<file path="config.mk">
export PLATFORM = sky130hd
export DESIGN_NAME = tccs_ctrl
export DESIGN_NICKNAME = d
export VERILOG_FILES = /design/src/sv/tccs_pkg.sv /design/src/sv/tccs_ctrl.sv
export SDC_FILE = /design/constraint.sdc
export NUM_CORES = 1
export LEC_CHECK = 0
export BUFFER_PORTS_ARGS = -buffer_cell sky130_fd_sc_hd__buf_2
export CORE_AREA = 8 8 45 47
export CTS_BUF_LIST = sky130_fd_sc_hd__clkbuf_8
export DETAILED_ROUTE_END_ITERATION = 8
export DIE_AREA = 0 0 53 55
export SLEW_MARGIN = 25
export SYNTH_ARGS = -nofsm -noshare
export SYNTH_HDL_FRONTEND = slang
export SYNTH_SLANG_ARGS = --single-unit
export TNS_END_PERCENT = 10
</file>
<file path="constraint.sdc">
create_clock -name clk -period 1.4 [get_ports clk]
set_input_delay 0.07 -clock clk [delete_from_list [all_inputs] [get_ports clk]]
set_output_delay 0.07 -clock clk [all_outputs]
set_load 0.1 [all_outputs]
</file>
<file path="src/sv/tccs_pkg.sv">
`timescale 1ns / 1ps
`default_nettype none
// ----------------------------------------------------------------------------
// tccs_pkg: shared definitions for the text console engine
// Command codes, control byte values, stream field layout and the
// command/status bundles between controller and datapath.
// ----------------------------------------------------------------------------
package tccs_pkg;

	// Command codes carried on s_tuser
	localparam logic [1:0] OP_PUT   = 2'd0;
	localparam logic [1:0] OP_CLEAR = 2'd1;
	localparam logic [1:0] OP_READ  = 2'd2;

	// Control bytes and printable range
	localparam logic [7:0] CH_BS    = 8'h08;
	localparam logic [7:0] CH_TAB   = 8'h09;
	localparam logic [7:0] CH_LF    = 8'h0A;
	localparam logic [7:0] CH_CR    = 8'h0D;
	localparam logic [7:0] CH_SPACE = 8'h20;
	localparam logic [7:0] CH_DEL   = 8'h7F;

	// Attribute used by the power-up clearing pass
	localparam logic [7:0] RESET_ATTR = 8'h0F;

	// Field widths
	localparam int OPC_W  = 2;
	localparam int CHAR_W = 8;
	localparam int IDX_W  = 11;
	localparam int OCOL_W = 7;
	localparam int OROW_W = 5;
	localparam int OLOC_W = 11;
	localparam int CELL_W = 16;
	localparam int ATTR_W = 8;

	// Stream widths (whole bytes)
	localparam int S_DATA_W = 24;
	localparam int M_DATA_W = 40;

	// Result field positions in m_tdata
	localparam int M_COL_LSB  = 0;
	localparam int M_ROW_LSB  = M_COL_LSB + OCOL_W;
	localparam int M_LOC_LSB  = M_ROW_LSB + OROW_W;
	localparam int M_CELL_LSB = M_LOC_LSB + OLOC_W;
	localparam int M_SCR_BIT  = M_CELL_LSB + CELL_W;

	// Controller to datapath
	typedef struct packed {
		logic accept;      // input transfer this cycle
		logic sweep;       // step the cell sweep counter
		logic sweep_copy;  // sweep moves lines up (scroll)
		logic sweep_init;  // sweep uses the power-up attribute
		logic load_out;    // load the result register
	} cmd_t;

	// Datapath to controller
	typedef struct packed {
		logic sweep_last;  // counter on the last cell
		logic wr_busy;     // a cell write is still in flight
		logic out_free;    // result register can take a new result
		logic op_clear;    // offered command is a clear
		logic need_scroll; // offered command scrolls the screen
	} sts_t;

endpackage : tccs_pkg
`default_nettype wire

</file>
<file path="src/sv/tccs_ctrl.sv">
`timescale 1ns / 1ps
`default_nettype none
// ----------------------------------------------------------------------------
// tccs_ctrl: command sequencer
// Accepts one command at a time, runs the clear and scroll sweeps and the
// power-up clearing pass, then hands the result to the output register.
// ----------------------------------------------------------------------------
module tccs_ctrl
	import tccs_pkg::*;
(
	input  wire logic clk,
	input  wire logic arst_n,
	input  wire logic s_tvalid,
	output logic      s_tready,
	input  sts_t      sts,
	output cmd_t      cmd
);

	typedef enum logic [4:0] {
		S_INIT   = 5'b00001,
		S_IDLE   = 5'b00010,
		S_CLEAR  = 5'b00100,
		S_SCROLL = 5'b01000,
		S_RESP   = 5'b10000
	} state_t;

	state_t state_q;
	state_t state_d;

	// Input is taken only when idle and the last cell write has landed
	assign s_tready = (state_q == S_IDLE) && !sts.wr_busy;

	// Commands to the datapath
	always_comb begin
		cmd            = '0;
		cmd.accept     = s_tready && s_tvalid;
		cmd.sweep      = (state_q == S_INIT) || (state_q == S_CLEAR) ||
		                 (state_q == S_SCROLL);
		cmd.sweep_copy = (state_q == S_SCROLL);
		cmd.sweep_init = (state_q == S_INIT);
		cmd.load_out   = (state_q == S_RESP) && sts.out_free;
	end

	// Next state
	always_comb begin
		state_d = state_q;
		case (state_q)
			S_INIT: begin
				if (sts.sweep_last) state_d = S_IDLE;
			end
			S_IDLE: begin
				if (cmd.accept) begin
					if (sts.op_clear)         state_d = S_CLEAR;
					else if (sts.need_scroll) state_d = S_SCROLL;
					else                      state_d = S_RESP;
				end
			end
			S_CLEAR, S_SCROLL: begin
				if (sts.sweep_last) state_d = S_RESP;
			end
			S_RESP: begin
				if (sts.out_free) state_d = S_IDLE;
			end
			default: state_d = S_INIT;
		endcase
	end

	always_ff @(posedge clk or negedge arst_n) begin
		if (!arst_n) begin
			state_q <= S_INIT;
		end else begin
			state_q <= state_d;
		end
	end

endmodule : tccs_ctrl
`default_nettype wire

</file>
==> flow_metrics.py <==
metrics = {
    "clock_network": {
        "insertion_delay_ns": 0.22,
        "cts_tree": "yes",
        "cts_root_buf": "clkbuf_8",
        "numCtsBuffers": 3,
        "htreeDepth": 1,
        "clkTransAtPathRegs_ns": 0.04,
        "clock_path_buffers": 2,
        "cts.sinks": 5,
    },
    "routing": {
        "vias_per_cell": 4.90,
        "ant_nets": 0,
        "drc": 0,
        "vias": 412,
        "firstDrtPassIters": 2,
        "totalWireLength_um": 1160,
        "drtIter0Drc": 8,
        "post_drt_wl_per_cell_um": 13.8,
    },
    "synth": {
        "netlist_area_um2": 409,
        "synth_mux_area_share_pct": 2.45,
        "ys_warn_count": 0,
        "synth_compound_area_share_pct": 17.4,
        "ys_seq_area_share_pct": 30.9,
        "synth_fa_ha_area_share_pct": 0,
        "synth_cells": 44,
        "synth.distinct_cells": 32,
        "synth-xor-area-share_pct": 2.14,
        "syn_avg_cell_area_um2": 9.30,
        "synthSimpleGateAreaFrac_pct": 36.7,
        "syn_nets": 52,
        "synth_top_family_by_area": "simple AND/OR/NAND/NOR gates",
        "ys_ff_latch": 5,
    },
    "finish": {
        "drive_gt1_share_pct": 61.8,
        "nets": 77,
        "syn2layout_area_growth_pct": 85.9,
        "largest_reg_flops": 5,
        "regMostFlops": "state_q",
        "post-route-cell-area_um2": 761,
        "reg_top3": "state_q: 5 flops",
        "fin_util_pct": 55.0,
        "n_antenna_cell": 0,
    },
    "power": {
        "p_leak_nw": 0.321,
        "powerDensity_nw_per_um2": 2100,
        "ir_worst_vdd_mv": 0.779,
    },
    "worst_setup_path": {
        "critPathKind": "register to output port",
        "critPathCaptureType": "output port",
        "r2r_setup_slack_ns": -0.02,
        "critPathLaunch": "state_q[3]",
        "cp_max_fo": 6,
        "r2r_end": "state_q[2]",
        "r2r_cells": 6,
        "startpoint_type": "register",
        "crit_end": "cmd[0]",
        "r2r-start": "state_q[0]",
        "required_ns": 1.33,
        "cp.arrival_ns": 1.40,
    },
    "global_routing": {
        "grt_busiest_layer": "met2",
        "grt_pass1_wl_um": 1970,
        "grt_util_all_layers_pct": 9.34,
        "antenna_found_initial": 0,
        "first_global_vias": 455,
        "met3_usage_pct": 2.67,
        "grt_use_met1_pct": 9.71,
        "met2_usage_pct": 15.4,
        "grt_overflow_total": 0,
        "grt_max_degree": 10,
    },
    "run": {
        "cap_violations": 0,
    },
    "status": {
        "violations": "negative setup slack",
        "status": "complete, but fails checks",
    },
    "die": {
        "die_w_um": 53,
        "initial_core_util_pct": 29.6,
        "die_area_um2": 2920,
        "die_h_um": 55,
        "fp.coreArea_um2": 1380,
        "ioPinCount": 14,
        "fp-row-count": 14,
    },
    "timing": {
        "rsz0062_at_grt": "true",
        "holdWs_ns": 0.0667,
        "hold_viol": 0,
        "finalSetupViolCount": 8,
        "maxSlewHeadroom_pct": 78.5,
        "worst_pin_slew_ns": 0.320,
        "fin_skew_ns": 0.00401,
        "final.setup.worst_slack_ns": -0.0652,
        "drv_slew": 0,
        "fin_crit_sh_pct": 105,
        "fin_crit_ns": 1.47,
        "fmax_ghz": 0.683,
    },
    "placed_design": {
        "port_buffers": 13,
        "place_congestion": 0.771,
        "placed_area_um2": 628,
        "dp_slack_ns": 0.0411,
        "post-dp-hpwl_um": 816,
    },
    "min_path": {
        "hp-class": "input port to register",
        "min-delay-start": "sts[2]",
    },
}
-- cells by family after synthesis --
logic type / after synthesis
AOI/OAI and AO/OA: 10
xor gates and xnor gates: 1
buffers and inverters: 6
DFF: 5
muxes: 1
and+or+nand+nor: 21
-- synth_stat cells (all sizes together) --
master	instances	area, um2
a22o	1	8.76
a32o	1	10.0
and2b	1	7.51
and3	2	12.5
and4b	2	21.3
buf	4	35.0
dfrtp	4	100
dfstp	1	26.3
inv	2	7.51
mux2i	1	10.0
nand2	2	7.51
nand2b	1	6.26
nand3	1	10.0
nand3b	1	7.51
nand4b	1	8.76
nor2	4	17.5
nor2b	1	6.26
nor3	2	10.0
nor4	2	27.5
o211ai	1	7.51
o21ai	4	20.0
o21bai	1	7.51
o31a	1	8.76
o32ai	1	8.76
or4	1	7.51
xor2	1	8.76
-- critical path, cell delays in order (launching register included) --
cell and delay [ns]:
dfrtp_2 0.48, nor4_4 0.30, and3_4 0.23, buf_12 0.17
-- cell usage in the layout (no fill, tap or decap), types with 2 or more instances in the layout --
master    n
buf_4     8
buf_2     7
dfrtp_2   3
o21ai_0   2
nor4_4    2
buf_12    6
clkbuf_8  3
inv_1     3
buf_6     2
nand2_1   2
nor2_4    4
-- cell type report --
type,count,area [um2]
Sequential cell,5,130
Clock buffer,3,41.3
Multi-Input combinational cell,33,310
Fill cell,118,623
Inverter,2,7.51
Tap cell,16,20.0
Clock inverter,1,3.75
Timing Repair Buffer,24,248
-- metal layers --
layer	wire length (um)	vias up
li1	-	211
met1	488	191
met2	613	10
met3	55	0
met4	0	0
met5	0	-
-- per-stage QoR --
| step | power [mW] | setup TNS, ns | instances |
|---|---|---|---|
| 6_report | 1.60 | -0.305 | 84 |
| 5_1_grt | 1.68 | -0.762 | 84 |
| 4_1_cts | 1.59 | -0.186 | 84 |
| 3_5_place_dp | 1.23 | 0 | 76 |
| 3_3_place_gp | 1.23 | 0 | 76 |
| 2_1_floorplan | 0.934 | -1.12 | 44 |
-- where the power goes --
| group | internal (mW) | switching (mW) | total, mW |
|---|---|---|---|
| Clock | 0.188 | 0.0723 | 0.260 |
| Combinational | 0.442 | 0.609 | 1.05 |
| Sequential | 0.194 | 0.0909 | 0.285 |
| Total | 0.824 | 0.773 | 1.60 |
-- timing repair --
action	4_1_cts	5_1_grt
hold endpoints to repair	5	0
cloned	0	0
endpoints found under the setup margin	6	10
pin swaps	5	0
hold buffers	1	0
resized for setup	12	2
setup buffers	3	0
-- worst min-delay path by stage --
stage                     slack (ns)         end  cells past startpoint
after floorplan                -0.23  state_q[1]                      0
after global placement         -0.12  state_q[1]                      1
after detailed placement       -0.11  state_q[3]                      1
after CTS                       0.06  state_q[4]                      2
after global routing            0.07  state_q[4]                      2
final                           0.07  state_q[4]                      2
(Power assumes the default switching activity.)
